$ cat config.mk
export PLATFORM = sky130hd
export DESIGN_NAME = rx_ring_header_check
export DESIGN_NICKNAME = d
export VERILOG_FILES = /design/src/rtl/rrhc_pkg.sv /design/src/rtl/rrhc_front.sv /design/src/rtl/rrhc_queue.sv /design/src/rtl/rrhc_back.sv /design/src/rtl/rx_ring_header_check.sv
export SDC_FILE = /design/constraint.sdc
export NUM_CORES = 1
export LEC_CHECK = 0
export ABC_AREA = 1
export BUFFER_PORTS_ARGS = -buffer_cell sky130_fd_sc_hd__buf_2
export CAP_MARGIN = 20
export CORE_ASPECT_RATIO = 2
export CORE_MARGIN = 2
export CORE_UTILIZATION = 58
export DETAILED_ROUTE_END_ITERATION = 12
export GPL_TIMING_DRIVEN = 1
export PLACE_DENSITY = 0.82
export SYNTH_ARGS = -nofsm -noshare
export SYNTH_HDL_FRONTEND = slang
export SYNTH_HIERARCHICAL = 1
export SYNTH_SLANG_ARGS = --single-unit
$ cat constraint.sdc
create_clock -name clk_i -period 7 [get_ports clk_i]
set_input_delay 1.05 -clock clk_i [delete_from_list [all_inputs] [get_ports clk_i]]
set_output_delay 1.05 -clock clk_i [all_outputs]
set_load 0.01 [all_outputs]
$ cat src/rtl/rrhc_pkg.sv
`default_nettype none
// ----------------------------------------------------------------------------
// rrhc_pkg: shared types and constants of the receive ring header check
// Header item layout, verdict codes, register indexes and size limits.
// ----------------------------------------------------------------------------
package rrhc_pkg;

  // Verdict codes carried on the result channel
  typedef enum logic [2:0] {
    VERDICT_EMPTY  = 3'd0,
    VERDICT_GOOD   = 3'd1,
    VERDICT_INDEX  = 3'd2,
    VERDICT_SIZE   = 3'd3,
    VERDICT_STATUS = 3'd4
  } verdict_e;

  // Register indexes (word address bit 2)
  localparam logic REG_RING_START = 1'b0;
  localparam logic REG_RING_STOP  = 1'b1;

  // Register reset values
  localparam logic [7:0] RING_START_RST = 8'd70;
  localparam logic [7:0] RING_STOP_RST  = 8'd128;
  localparam logic [7:0] BOUNDARY_RST   = RING_STOP_RST - 8'd1;

  // Frame size limits, count includes the header bytes
  localparam logic [15:0] HDR_BYTES = 16'd4;
  localparam logic [15:0] MIN_LEN   = 16'd60;
  localparam logic [15:0] MAX_LEN   = 16'd1518;
  localparam logic [15:0] MIN_COUNT = MIN_LEN + HDR_BYTES;
  localparam logic [15:0] MAX_COUNT = MAX_LEN + HDR_BYTES;

  // Receive status bits
  localparam logic [7:0] STATUS_MASK = 8'h0f;
  localparam logic [7:0] STATUS_OK   = 8'h01;
  localparam logic [7:0] STATUS_FIFO = 8'h08;

  // Decoupling queue geometry
  localparam int unsigned QUEUE_DEPTH = 2;
  localparam int unsigned QPTR_W      = $clog2(QUEUE_DEPTH);
  localparam int unsigned QCNT_W      = $clog2(QUEUE_DEPTH + 1);

  // Ring configuration seen by the back end
  typedef struct packed {
    logic [7:0] ring_start;
    logic [7:0] ring_stop;
  } cfg_t;

  // Classified header, written into the queue
  typedef struct packed {
    logic [7:0]  write_page;
    logic [7:0]  hdr_next;
    logic [7:0]  count_hi;
    logic [10:0] plen;
    logic        size_ok;
    logic        status_ok;
    logic        fifo_flag;
  } item_t;

endpackage
`default_nettype wire

$ cat src/rtl/rrhc_front.sv
`default_nettype none
// ----------------------------------------------------------------------------
// rrhc_front: header classification
// Works out the checks that do not depend on ring state: frame size, receive
// status, overrun flag and the page span of the byte count.
// ----------------------------------------------------------------------------
module rrhc_front
  import rrhc_pkg::*;
(
  input  logic [7:0]  write_page_i,
  input  logic [7:0]  hdr_status_i,
  input  logic [7:0]  hdr_next_i,
  input  logic [15:0] hdr_count_i,
  output item_t       item_o
);

  logic [15:0] len_full;

  // Payload length without the header bytes
  assign len_full = hdr_count_i - HDR_BYTES;

  // Pack the classified header
  always_comb begin
    item_o.write_page = write_page_i;
    item_o.hdr_next   = hdr_next_i;
    item_o.count_hi   = hdr_count_i[15:8];
    item_o.plen       = len_full[10:0];
    item_o.size_ok    = (hdr_count_i >= MIN_COUNT) && (hdr_count_i <= MAX_COUNT);
    item_o.status_ok  = ((hdr_status_i & STATUS_MASK) == STATUS_OK);
    item_o.fifo_flag  = |(hdr_status_i & STATUS_FIFO);
  end

endmodule
`default_nettype wire

$ cat src/rtl/rrhc_queue.sv
`default_nettype none
// ----------------------------------------------------------------------------
// rrhc_queue: short queue between classification and ring walk
// Circular buffer of classified headers with ready/valid on both sides.
// ----------------------------------------------------------------------------
module rrhc_queue
  import rrhc_pkg::*;
(
  input  logic  clk_i,
  input  logic  rst_ni,
  input  logic  wr_valid_i,
  output logic  wr_ready_o,
  input  item_t wr_data_i,
  output logic  rd_valid_o,
  input  logic  rd_ready_i,
  output item_t rd_data_o
);

  item_t             mem_q [QUEUE_DEPTH];
  logic [QPTR_W-1:0] wr_ptr_q, wr_ptr_d;
  logic [QPTR_W-1:0] rd_ptr_q, rd_ptr_d;
  logic [QCNT_W-1:0] cnt_q, cnt_d;
  logic              push, pop;

  assign wr_ready_o = (cnt_q != QCNT_W'(QUEUE_DEPTH));
  assign rd_valid_o = (cnt_q != '0);
  assign rd_data_o  = mem_q[rd_ptr_q];
  assign push       = wr_valid_i && wr_ready_o;
  assign pop        = rd_valid_o && rd_ready_i;

  // Advance pointers and fill count
  always_comb begin
    wr_ptr_d = wr_ptr_q;
    rd_ptr_d = rd_ptr_q;
    cnt_d    = cnt_q;
    if (push) begin
      wr_ptr_d = (wr_ptr_q == QPTR_W'(QUEUE_DEPTH - 1)) ? '0 : wr_ptr_q + 1'b1;
    end
    if (pop) begin
      rd_ptr_d = (rd_ptr_q == QPTR_W'(QUEUE_DEPTH - 1)) ? '0 : rd_ptr_q + 1'b1;
    end
    if (push && !pop) begin
      cnt_d = cnt_q + 1'b1;
    end else if (pop && !push) begin
      cnt_d = cnt_q - 1'b1;
    end
  end

  always_ff @(posedge clk_i or negedge rst_ni) begin
    if (!rst_ni) begin
      wr_ptr_q <= '0;
      rd_ptr_q <= '0;
      cnt_q    <= '0;
    end else begin
      wr_ptr_q <= wr_ptr_d;
      rd_ptr_q <= rd_ptr_d;
      cnt_q    <= cnt_d;
    end
  end

  // Store entries
  always_ff @(posedge clk_i) begin
    if (push) begin
      mem_q[wr_ptr_q] <= wr_data_i;
    end
  end

endmodule
`default_nettype wire

$ cat src/rtl/rrhc_back.sv
`default_nettype none
// ----------------------------------------------------------------------------
// rrhc_back: ring walk and statistics
// Takes classified headers from the queue, derives the read page from the
// boundary pointer, checks the next index, moves the boundary, counts
// outcomes and holds the result in the output register.
// ----------------------------------------------------------------------------
module rrhc_back
  import rrhc_pkg::*;
#(
  parameter int unsigned COUNTER_WIDTH = 32
) (
  input  logic        clk_i,
  input  logic        rst_ni,
  input  cfg_t        cfg_i,
  input  logic        item_valid_i,
  output logic        item_ready_o,
  input  item_t       item_i,
  output logic        out_valid_o,
  input  logic        out_ready_i,
  output verdict_e    verdict_o,
  output logic [15:0] dma_offset_o,
  output logic [10:0] packet_length_o,
  output logic [7:0]  boundary_out_o,
  output logic        next_wrapped_o,
  output logic [31:0] good_total_o,
  output logic [31:0] index_err_total_o,
  output logic [31:0] size_err_total_o,
  output logic [31:0] fifo_err_total_o
);

  localparam logic [COUNTER_WIDTH-1:0] CNT_ONE = {{(COUNTER_WIDTH-1){1'b0}}, 1'b1};

  logic                     out_valid_q;
  verdict_e                 verdict_q, verdict_d;
  logic [15:0]              offset_q, offset_d;
  logic [10:0]              plen_q, plen_d;
  logic                     wrapped_q, wrapped_d;
  logic [7:0]               bnd_q, bnd_d;
  logic [COUNTER_WIDTH-1:0] good_q, index_q, size_q, fifo_q;
  logic                     pop;
  logic [8:0]               frame_inc;
  logic [7:0]               frame;
  logic                     empty;
  logic [9:0]               expect_pg;
  logic signed [10:0]       diff, span;
  logic                     idx_ok;
  logic                     nxt_wrap;
  logic [7:0]               nxt;

  assign pop          = item_valid_i && (!out_valid_q || out_ready_i);
  assign item_ready_o = !out_valid_q || out_ready_i;

  // Read page follows the boundary, wrapping to ring start
  assign frame_inc = {1'b0, bnd_q} + 9'd1;
  assign frame     = (frame_inc >= {1'b0, cfg_i.ring_stop}) ? cfg_i.ring_start
                                                            : frame_inc[7:0];
  assign empty     = (frame == item_i.write_page);

  // Next index must sit count_hi plus one or two pages past the frame, with or without wrap
  assign expect_pg = {2'b00, frame} + 10'd1 + {2'b00, item_i.count_hi};
  assign diff      = signed'({3'b000, item_i.hdr_next}) - signed'({1'b0, expect_pg});
  assign span      = signed'({3'b000, cfg_i.ring_stop}) - signed'({3'b000, cfg_i.ring_start});
  assign idx_ok    = (diff == 11'sd0) || (diff == 11'sd1) ||
                     (diff == -span) || (diff == (11'sd1 - span));

  // Clamp a next pointer at or past ring stop to ring start
  assign nxt_wrap = (item_i.hdr_next >= cfg_i.ring_stop);
  assign nxt      = nxt_wrap ? cfg_i.ring_start : item_i.hdr_next;

  // Classify the frame against the ring
  always_comb begin
    verdict_d = VERDICT_EMPTY;
    offset_d  = '0;
    plen_d    = '0;
    wrapped_d = 1'b0;
    bnd_d     = bnd_q;
    if (!empty) begin
      offset_d = {frame, 8'h00} + HDR_BYTES;
      if (!idx_ok) begin
        verdict_d = VERDICT_INDEX;
        bnd_d     = frame - 8'd1;
      end else begin
        wrapped_d = nxt_wrap;
        bnd_d     = nxt - 8'd1;
        priority if (!item_i.size_ok) begin
          verdict_d = VERDICT_SIZE;
        end else if (item_i.status_ok) begin
          verdict_d = VERDICT_GOOD;
          plen_d    = item_i.plen;
        end else begin
          verdict_d = VERDICT_STATUS;
        end
      end
    end
  end

  // Update ring state and statistics
  always_ff @(posedge clk_i or negedge rst_ni) begin
    if (!rst_ni) begin
      out_valid_q <= 1'b0;
      bnd_q       <= BOUNDARY_RST;
      good_q      <= '0;
      index_q     <= '0;
      size_q      <= '0;
      fifo_q      <= '0;
    end else begin
      if (pop) begin
        out_valid_q <= 1'b1;
      end else if (out_ready_i) begin
        out_valid_q <= 1'b0;
      end
      if (pop) begin
        bnd_q <= bnd_d;
        if (verdict_d == VERDICT_GOOD) begin
          good_q <= good_q + CNT_ONE;
        end
        if (verdict_d == VERDICT_INDEX) begin
          index_q <= index_q + CNT_ONE;
        end
        if (verdict_d == VERDICT_SIZE) begin
          size_q <= size_q + CNT_ONE;
        end
        if (verdict_d == VERDICT_STATUS && item_i.fifo_flag) begin
          fifo_q <= fifo_q + CNT_ONE;
        end
      end
    end
  end

  // Hold the result payload
  always_ff @(posedge clk_i) begin
    if (pop) begin
      verdict_q <= verdict_d;
      offset_q  <= offset_d;
      plen_q    <= plen_d;
      wrapped_q <= wrapped_d;
    end
  end

  // Ring state changes only with a new result, so it is the result itself
  assign out_valid_o       = out_valid_q;
  assign verdict_o         = verdict_q;
  assign dma_offset_o      = offset_q;
  assign packet_length_o   = plen_q;
  assign next_wrapped_o    = wrapped_q;
  assign boundary_out_o    = bnd_q;
  assign good_total_o      = 32'(good_q);
  assign index_err_total_o = 32'(index_q);
  assign size_err_total_o  = 32'(size_q);
  assign fifo_err_total_o  = 32'(fifo_q);

`ifndef SYNTHESIS
  a_good_len: assert property (@(posedge clk_i) disable iff (!rst_ni)
    (out_valid_q && verdict_q == VERDICT_GOOD) |->
      ({5'b0, plen_q} >= MIN_LEN && {5'b0, plen_q} <= MAX_LEN))
    else $error("good result with payload length out of range");

  a_empty_holds_bnd: assert property (@(posedge clk_i) disable iff (!rst_ni)
    (pop && verdict_d == VERDICT_EMPTY) |=> $stable(bnd_q))
    else $error("boundary moved on an empty ring");

  a_good_cnt: assert property (@(posedge clk_i) disable iff (!rst_ni)
    !(pop && verdict_d == VERDICT_GOOD) |=> $stable(good_q))
    else $error("good counter moved without a good frame");

  a_wrap_kind: assert property (@(posedge clk_i) disable iff (!rst_ni)
    (out_valid_q && wrapped_q) |->
      (verdict_q == VERDICT_GOOD || verdict_q == VERDICT_SIZE ||
       verdict_q == VERDICT_STATUS))
    else $error("next pointer wrap flagged on empty ring or index mismatch");
`endif

endmodule
`default_nettype wire

$ cat src/rtl/rx_ring_header_check.sv
`default_nettype none
// ----------------------------------------------------------------------------
// rx_ring_header_check: receive ring header check
// Walks a paged receive ring one header at a time: finds the read page from
// the boundary pointer, checks the header, moves the boundary and keeps
// wrapping statistics counters.
//
//   channel   dir  handshake               content
//   s_axis    in   tvalid/tready           tdata: write page, header fields
//   m_axis    out  tvalid/tready           tdata: result, tuser: verdict
//   apb       in   psel/penable/pready     ring_start @0x0, ring_stop @0x4
//
// One header per cycle sustained while m_axis_tready holds; a result passes
// through the queue and then the output register.
// The boundary pointer in the ring walk is updated together with the result.
// A two-entry queue sits between classification and the ring walk; while a
// result waits the queue keeps taking headers until both entries are full.
// Reset clears the boundary to ring_stop minus one and counters to zero.
// ----------------------------------------------------------------------------
module rx_ring_header_check
  import rrhc_pkg::*;
#(
  parameter int unsigned COUNTER_WIDTH = 32
) (
  input  logic         clk_i,
  input  logic         rst_ni,
  // write_page[7:0], hdr_status[15:8], hdr_next[23:16], hdr_count[39:24]
  input  logic [39:0]  s_axis_tdata,
  input  logic         s_axis_tvalid,
  output logic         s_axis_tready,
  // dma_offset[15:0], packet_length[26:16], boundary_out[34:27],
  // next_wrapped[35], good_total[67:36], index_err_total[99:68],
  // size_err_total[131:100], fifo_err_total[163:132], zero[167:164]
  output logic [167:0] m_axis_tdata,
  // verdict[2:0]
  output logic [2:0]   m_axis_tuser,
  output logic         m_axis_tvalid,
  input  logic         m_axis_tready,
  input  logic         psel,
  input  logic         penable,
  input  logic         pwrite,
  input  logic [2:0]   paddr,
  input  logic [31:0]  pwdata,
  output logic [31:0]  prdata,
  output logic         pready
);

  cfg_t        cfg_q;
  item_t       front_item, queue_item;
  logic        queue_valid, queue_ready;
  verdict_e    verdict;
  logic [15:0] dma_offset;
  logic [10:0] packet_length;
  logic [7:0]  boundary_out;
  logic        next_wrapped;
  logic [31:0] good_total, index_err_total, size_err_total, fifo_err_total;
  logic        cfg_wr;

  // Register port
  assign pready = 1'b1;
  assign cfg_wr = psel && penable && pwrite && pready;
  assign prdata = (paddr[2] == REG_RING_STOP) ? {24'b0, cfg_q.ring_stop}
                                              : {24'b0, cfg_q.ring_start};

  always_ff @(posedge clk_i or negedge rst_ni) begin
    if (!rst_ni) begin
      cfg_q.ring_start <= RING_START_RST;
      cfg_q.ring_stop  <= RING_STOP_RST;
    end else if (cfg_wr) begin
      if (paddr[2] == REG_RING_START) begin
        cfg_q.ring_start <= pwdata[7:0];
      end else begin
        cfg_q.ring_stop <= pwdata[7:0];
      end
    end
  end

  // Classify incoming headers
  rrhc_front u_front (
    .write_page_i (s_axis_tdata[7:0]),
    .hdr_status_i (s_axis_tdata[15:8]),
    .hdr_next_i   (s_axis_tdata[23:16]),
    .hdr_count_i  (s_axis_tdata[39:24]),
    .item_o       (front_item)
  );

  // Decouple intake from the ring walk
  rrhc_queue u_queue (
    .clk_i      (clk_i),
    .rst_ni     (rst_ni),
    .wr_valid_i (s_axis_tvalid),
    .wr_ready_o (s_axis_tready),
    .wr_data_i  (front_item),
    .rd_valid_o (queue_valid),
    .rd_ready_i (queue_ready),
    .rd_data_o  (queue_item)
  );

  // Walk the ring and count outcomes
  rrhc_back #(
    .COUNTER_WIDTH (COUNTER_WIDTH)
  ) u_back (
    .clk_i             (clk_i),
    .rst_ni            (rst_ni),
    .cfg_i             (cfg_q),
    .item_valid_i      (queue_valid),
    .item_ready_o      (queue_ready),
    .item_i            (queue_item),
    .out_valid_o       (m_axis_tvalid),
    .out_ready_i       (m_axis_tready),
    .verdict_o         (verdict),
    .dma_offset_o      (dma_offset),
    .packet_length_o   (packet_length),
    .boundary_out_o    (boundary_out),
    .next_wrapped_o    (next_wrapped),
    .good_total_o      (good_total),
    .index_err_total_o (index_err_total),
    .size_err_total_o  (size_err_total),
    .fifo_err_total_o  (fifo_err_total)
  );

  // Pack the result transaction
  assign m_axis_tuser = verdict;
  assign m_axis_tdata = {4'b0000, fifo_err_total, size_err_total, index_err_total,
                         good_total, next_wrapped, boundary_out, packet_length,
                         dma_offset};

endmodule
`default_nettype wire
# ---- Word level (Yosys, flattened, before mapping)
# Memory sizes are Yosys's and may differ from the RTL's.
# Cells that the tools add are included.
dict set report totals {
  regBits 188
  ramBits 76
  in_bits 82
  wordCells 98
  memories 1
}
dict set report op_classes {
  n_addsub 19
  magnitude_cmp 4
  n_eq_ne 10
  n_mux 16
  n_bitwise 5
  n_reduce_logical 28
}
# memory depth width rd rd_clocked_by_memory_dff wr line_no
set memory_table {}
lappend memory_table {u_queue.mem_q 2 38 1 0 1 rrhc_queue.sv:19} ;# item_t mem_q [QUEUE_DEPTH];
# cell count
set ops {}
lappend ops {{$add A32 B1 Y32 const B} 4}
lappend ops {{$mux W8} 4}
lappend ops {{$eq A11 B11 Y1} 2}
lappend ops {{$add A8 B1 Y9 const B} 2}
lappend ops {{$add A16 B3 Y16 const B} 1}
lappend ops {{$ge A16 B7 Y1 const B} 1}
lappend ops {{$le A16 B11 Y1 const B} 1}
lappend ops {{$sub A8 B1 Y8 const B} 2}
lappend ops {{$reduce_and A2 Y1} 7}
lappend ops {{$mux W3} 4}
lappend ops {{$eq A11 B2 Y1 const B} 1}
lappend ops {{$logic_not A11 Y1} 1}
lappend ops {{$neg A11 Y11} 1}
lappend ops {{$sub A11 B3 Y11 const B} 1}
lappend ops {{$sub A2 B11 Y11 const A} 1}
lappend ops {{$sub A8 B10 Y11} 1}
lappend ops {{$add A10 B8 Y10} 1}
lappend ops {{$ge A9 B8 Y1} 1}
lappend ops {{$sub A8 B8 Y9} 1}
lappend ops {{$eq A8 B8 Y1} 1}
lappend ops {{$ge A8 B8 Y1} 1}
lappend ops {{$logic_and A1 B1 Y1} 8}
lappend ops {{$eq A3 B2 Y1 const B} 2}
lappend ops {{$mux W1} 6}
lappend ops {{14 further kinds} 27}

# ---- Logic depth before layout (Yosys ltp)
dict set report logic_depth {
  ltp_word 15
  mapped_depth 44
}

# ---- Modules after synthesis
# The synthesis kept the hierarchy.
# module instances cells_per_inst area_each_um2 seq_area_each_um2
set modules_own_cells {}
lappend modules_own_cells {rrhc_back 1 1763 12318.1 4157.7}
lappend modules_own_cells {rrhc_queue 1 227 2975.4 2382.3}
lappend modules_own_cells {rx_ring_header_check 1 130 992.2 405.4}
lappend modules_own_cells {rrhc_front 1 91 510.5 0.0}

# ---- Worst setup path after synthesis
# Ideal clock, no wire load.
dict set report synth_path {
  path_type {register to register}
  startpoint {register u_back.bnd_q[0], in the netlist u_back/boundary_out_o[0]}
  endpoint {register u_back.bnd_q[6], in the netlist u_back/boundary_out_o[6]}
  setup_ns 0.060
  t_arrival_ns 5.445
  t_required_ns 6.940
  path_slack_ns 1.495
  stages_incl_launch_ff 40
  cell_sequence {dfstp_2 ha_1 nand2_1 inv_2 nand2_1 xor2_1 inv_1 ha_1 inv_1 o31a_1 nor2_1 nor2_4 buf_4 nand4_1 nand2_1 fa_1 inv_1 fa_1 [... 4 more ...] inv_1 nand3_1 nand2_1 nor2_1 nand2_1 nor2_2 nand3_4 nand3_4 buf_6 nand2_1 nand2_2 ha_1 nand2_2 nor2_2 nand2_1 nand2_1 nand3_1 nand2_1}
}
dict set report synth_via {
  elab_chain_len 11
  elab_cells_between_ends 18
}
# item line_no
set synth_rtl {}
lappend synth_rtl {{from (decl)} rrhc_back.sv:39} ;# logic [7:0] bnd_q, bnd_d;
lappend synth_rtl {{from (signal assigned)} rrhc_back.sv:114} ;# bnd_q <= bnd_d;
lappend synth_rtl {{$add A8 B1 Y9 (*)} rrhc_back.sv:55} ;# assign frame_inc = {1'b0, bnd_q} + 9'd1;
lappend synth_rtl {{$ge A9 B8 Y1} rrhc_back.sv:56} ;# assign frame = (frame_inc >= {1'b0, cfg_i.ring_stop}) ? cfg_i.ring_start
lappend synth_rtl {{$mux W8 (*)} rrhc_back.sv:56}
lappend synth_rtl {{$add A8 B1 Y9} rrhc_back.sv:61} ;# assign expect_pg = {2'b00, frame} + 10'd1 + {2'b00, item_i.count_hi};
lappend synth_rtl {{$add A10 B8 Y10} rrhc_back.sv:61}
lappend synth_rtl {{$sub A8 B10 Y11} rrhc_back.sv:62} ;# assign diff = signed'({3'b000, item_i.hdr_next}) - signed'({1'b0, expect_pg});
lappend synth_rtl {{$eq A11 B2 Y1 / $logic_not A11 Y1 (equally long branches)} rrhc_back.sv:64} ;# assign idx_ok = (diff == 11'sd0) || (diff == 11'sd1) ||
lappend synth_rtl {{$logic_or A1 B1 Y1 (2 in series)} rrhc_back.sv:64}
lappend synth_rtl {{$logic_or A1 B1 Y1} rrhc_back.sv:65} ;# (diff == -span) || (diff == (11'sd1 - span));
lappend synth_rtl {{$mux W8} rrhc_back.sv:80} ;# if (!idx_ok) begin
# Mark *: on every way between the ends. The rest lies on a longest branch, timed or not.
# A chain may end at the register's enable or synchronous reset.

# ---- Worst setup path after layout
dict set report layout_path {
  startpoint {register u_back.bnd_q[0], in the netlist u_back/boundary_out_o[0]}
  endpoint {register u_back.good_q[2], in the netlist u_back/good_total_o[2]}
}
dict set report layout_via {
  elab_chain_len 14
  elab_cells_between_ends 18
}
# item line_no
set layout_rtl {}
lappend layout_rtl {{$add A8 B1 Y9 (*)} rrhc_back.sv:55}
lappend layout_rtl {{$ge A9 B8 Y1} rrhc_back.sv:56}
lappend layout_rtl {{$mux W8 (*)} rrhc_back.sv:56}
lappend layout_rtl {{$add A8 B1 Y9} rrhc_back.sv:61}
lappend layout_rtl {{$add A10 B8 Y10} rrhc_back.sv:61}
lappend layout_rtl {{$sub A8 B10 Y11} rrhc_back.sv:62}
lappend layout_rtl {{$eq A11 B2 Y1 / $logic_not A11 Y1 (equally long branches)} rrhc_back.sv:64}
lappend layout_rtl {{$logic_or A1 B1 Y1 (2 in series)} rrhc_back.sv:64}
lappend layout_rtl {{$logic_or A1 B1 Y1} rrhc_back.sv:65}
lappend layout_rtl {{$mux W3} rrhc_back.sv:80}
lappend layout_rtl {{$mux W3 (*)} rrhc_back.sv:78} ;# if (!empty) begin
lappend layout_rtl {{$eq A3 B1 Y1 (*)} rrhc_back.sv:115} ;# if (verdict_d == VERDICT_GOOD) begin
lappend layout_rtl {{$reduce_and A2 Y1 (no source line) (*)} -}
lappend layout_rtl {{to (signal assigned)} rrhc_back.sv:116} ;# good_q <= good_q + CNT_ONE;
lappend layout_rtl {{to (decl)} rrhc_back.sv:40} ;# logic [COUNTER_WIDTH-1:0] good_q, index_q, size_q, fifo_q;
# Marked as above.

==> out/metrics.csv <==
stage;metric;value;unit
place;numPortBuffers;221;
power_and_ir_drop;seqPwrFrac;24.9;%
setup_path;cp_slowest_cell;dfstp_2;
synth;ys.flop_type;dfrtp_1;
synth;syn_area;16800;sq um
sta;setup_violations;0;
cells_and_area;fin_nets;2534;
cts;cts.hold.buffers_added;0;
drt;drtIter0Drc;1206;
die;row_count;88;
synth;synthCells;2211;
cts;h-tree-depth;1;
job;drv_cap;0;
setup_path;worstSetupStartpointType;flop;
grt;overflow;0;
power_and_ir_drop;combPwrFrac;59.6;%
die;boundaryPins;288;
sta;min_period_over_period;93.2;%
setup_path;end_kind;flop;
sta;finalHoldViolCount;0;
grt;grt_pass1_wl;67600;microns
synth;yosysTopAreaCell;dfrtp_1;
synth;ys_seq_area_share;41.4;%
drt;drcViolationCount;0;
synth;synth_cell_type_count;48;
drt;routed-via-count;14900;
sta;rsz0062_at_grt;no;
grt;grt.total_usage;26.7;%
grt;grt_pass1_vias;13700;
place;dp_hpwl;31900;microns
power_and_ir_drop;swShare;49.1;%
power_and_ir_drop;p_sw;4.27;mW
power_and_ir_drop;finalPower;8.69;mW
synth;synth_top_area_share;21.8;%
cts;insertion_delay;0.55;ns
setup_path;r2r_start;u_back/boundary_out_o[0]$_DFFE_PN1P_;
place;place.gp.congestion;0.982;
power_and_ir_drop;power.ir.vdd_worst;0.373;mV
sta;slew_violations;0;
sta;worst_pin_slew;1.06;ns
cts;cts.sinks;257;
die;coreArea;28600;sq um
setup_path;critical_path.max_stage_delay;0.60;ns
synth;syn_avg_cell_area;7.60;sq um
cts;numCtsBuffers;25;
sta;finalClockSkew;0.0281;ns
setup_path;crit_top_cell;nand2_1;
setup_path;worst-endpoint-arrival;6.94;ns
setup_path;crit_start;u_back/boundary_out_o[0]$_DFFE_PN1P_;
power_and_ir_drop;leakage;9.38;nW
power_and_ir_drop;p_per_area;465;nW/um^2
synth;ys.warnings.count;6;
setup_path;crit_type;flop to flop;
power_and_ir_drop;p_int;4.42;mW
cts;root_buffer;clkbuf_16;
cts;max-clock-path-buffers;3;
setup_path;path_max_fanout;33;
die;dieArea;30400;sq um
drt;first_pass_iters;7;
grt;grt_max_degree;89;
synth;ys_top_cells_by_area;dfrtp_1 22%, edfxtp_1 18%, nand2_1 18%;
drt;wirelength;42400;microns
sta;fmax;153;MHz
synth;synth_edf_count;100;
drt;routedWlPerCell;15.2;microns
drt;ant_nets;0;
cts;cts_tree;built;
min_path;hold_path_startpoint;u_back/index_err_total_o[31]$_DFFE_PN0P_;
die;start_util;58.7;%
sta;tns;0;ns
power_and_ir_drop;clkPwrFrac;15.4;%
die;die_h;245;microns
cells_and_area;drive_gt1_share;15.4;%
grt;antenna_found_initial;4;
min_path;worstHoldPathType;flop to flop;
cts;cts.clk_slew.worst_paths;0.06;ns
drt;viasPerCell;5.36;
sta;relSlewSlack;28.9;%
run_status;outcome;complete, no violations;
sta;period_needed;6.53;ns
synth;async_flop_share;61.1;%
setup_path;cp.required;7.41;ns
cells_and_area;area_delta_synth_final;11.2;%
synth;yosys_register_bits;257;
die;die_w;124;microns
-- Yosys cell counts (2+ instances only) --
cell type and instances:
a21oi_1 18, a21oi_2 3, a31oi_1 3, buf_2 18
buf_4 77, buf_6 7, clkbuf_1 3, clkinv_1 2
conb_1 3, dfrtp_1 146, dfstp_2 11, edfxtp_1 100
fa_1 9, ha_1 44, inv_1 242, inv_2 11
nand2_1 794, nand2_2 22, nand2_4 4, nand3_1 100
nand3_2 7, nand3_4 3, nand3b_1 9, nand4_1 53
nand4_2 2, nor2_1 183, nor2_2 16, nor2_4 4
nor3_1 60, nor3_2 2, nor3b_1 3, nor4_1 29
o21ai_0 31, o21ai_1 41, o21ai_2 9, o21bai_1 2
xnor2_1 31, xor2_1 99
-- cells in the final DEF (no fill, tap or decap), drive strengths merged, types with 44 or more instances in the layout --
cell type  count
xor2          99
o21ai         81
dfrtp        146
buf          233
edfxtp       100
nand4         55
nand3        110
nor2         204
inv          256
nor3          62
nand2        820
ha            44
-- final timing paths --
check / end / slack [ns] / cells past startpoint
max: u_back/good_total_o[2]$_DFFE_PN0P_ / 0.47 / 35
min: u_back/index_err_total_o[31]$_DFFE_PN0P_ / 0.47 / 1
max reg2reg: u_back/good_total_o[2]$_DFFE_PN0P_ / 0.47 / 35
min reg2reg: u_back/index_err_total_o[31]$_DFFE_PN0P_ / 0.47 / 1
max in group asynchronous: u_back/index_err_total_o[1]$_DFFE_PN0P_ / 4.99 / 2
min in group asynchronous: cfg_q[3]$_DFFE_PN0P_ / 0.54 / 1
-- power by group through the flow --
stage	Sequential (mW)	Clock [mW]	Combinational (mW)
after global placement	2.18	0	4.98
after CTS	2.17	1.37	5.12
final	2.17	1.34	5.18
after detailed placement	2.19	0	5.09
after global routing	2.20	1.43	5.85
after floorplan	2.22	0	3.89
-- cells by family after synthesis --
group | share of synthesized area, %
other cells | 0.0670
buf+inv | 10.3
flops | 41.4
fa+ha+maj | 4.35
simple gates | 33.5
compound gates | 3.70
xor+xnor | 6.78
-- routing by layer --
metal  track usage [%]  wire (microns)
met5                 0              25
met2              44.9           20000
met1              35.8           17800
met4              8.23            1190
met3              4.23            3310
-- through the flow --
step	hold slack [ns]	setup WS [ns]	instances	utilization [%]	area [sq um]
after CTS	0.475	0.343	2776	65.1	18600
after global routing	0.497	0.00784	2780	65.3	18700
after detailed placement	0.459	0.386	2730	62.3	17800
final	0.472	0.475	2780	65.3	18700
after global placement	0.452	0.519	2730	62.3	17800
after floorplan	0.458	1.50	2244	-	16900
-- sequential cells by signal, summed over array words and instances, names as in the netlist, 8 cells and up --
register,count
u_back/boundary_out_o,8
u_back/packet_length_o,11
u_back/dma_offset_o,9
u_back/index_err_total_o,32
u_back/size_err_total_o,32
u_back/fifo_err_total_o,32
cfg_q,16
u_back/good_total_o,32
u_queue/mem_q,76
-- timing repair --
| item | 4_1_cts | 5_1_grt |
|---|---|---|
| gates resized for setup | 0 | 3 |
| setup buffers | 0 | 0 |
| setup endpoints to repair | 0 | 64 |
-- layout make-up --
type                       count  area (sq um)
sequential                   257          6950
timing repair buffer         233          1220
clock buffer                  34           689
antenna                        2          5.00
tap                          360           450
fill                        2496          9940
multi-input combinational   1626          8290
clock inverter                12           119
inverter                     256           966
-- critical path, delay by kind of cell (launching register included) --
| kind | cells | cell delay [ns] |
|---|---|---|
| AOI/OAI and AO/OA | 2 | 0.34 |
| and+or+nand+nor | 21 | 2.66 |
| xor gates and xnor gates | 2 | 0.55 |
| adders and majority gates | 4 | 1.50 |
| buffers and inverters | 6 | 0.74 |
| DFF | 1 | 0.60 |
Note: power is estimated with default switching activity, not from simulation.
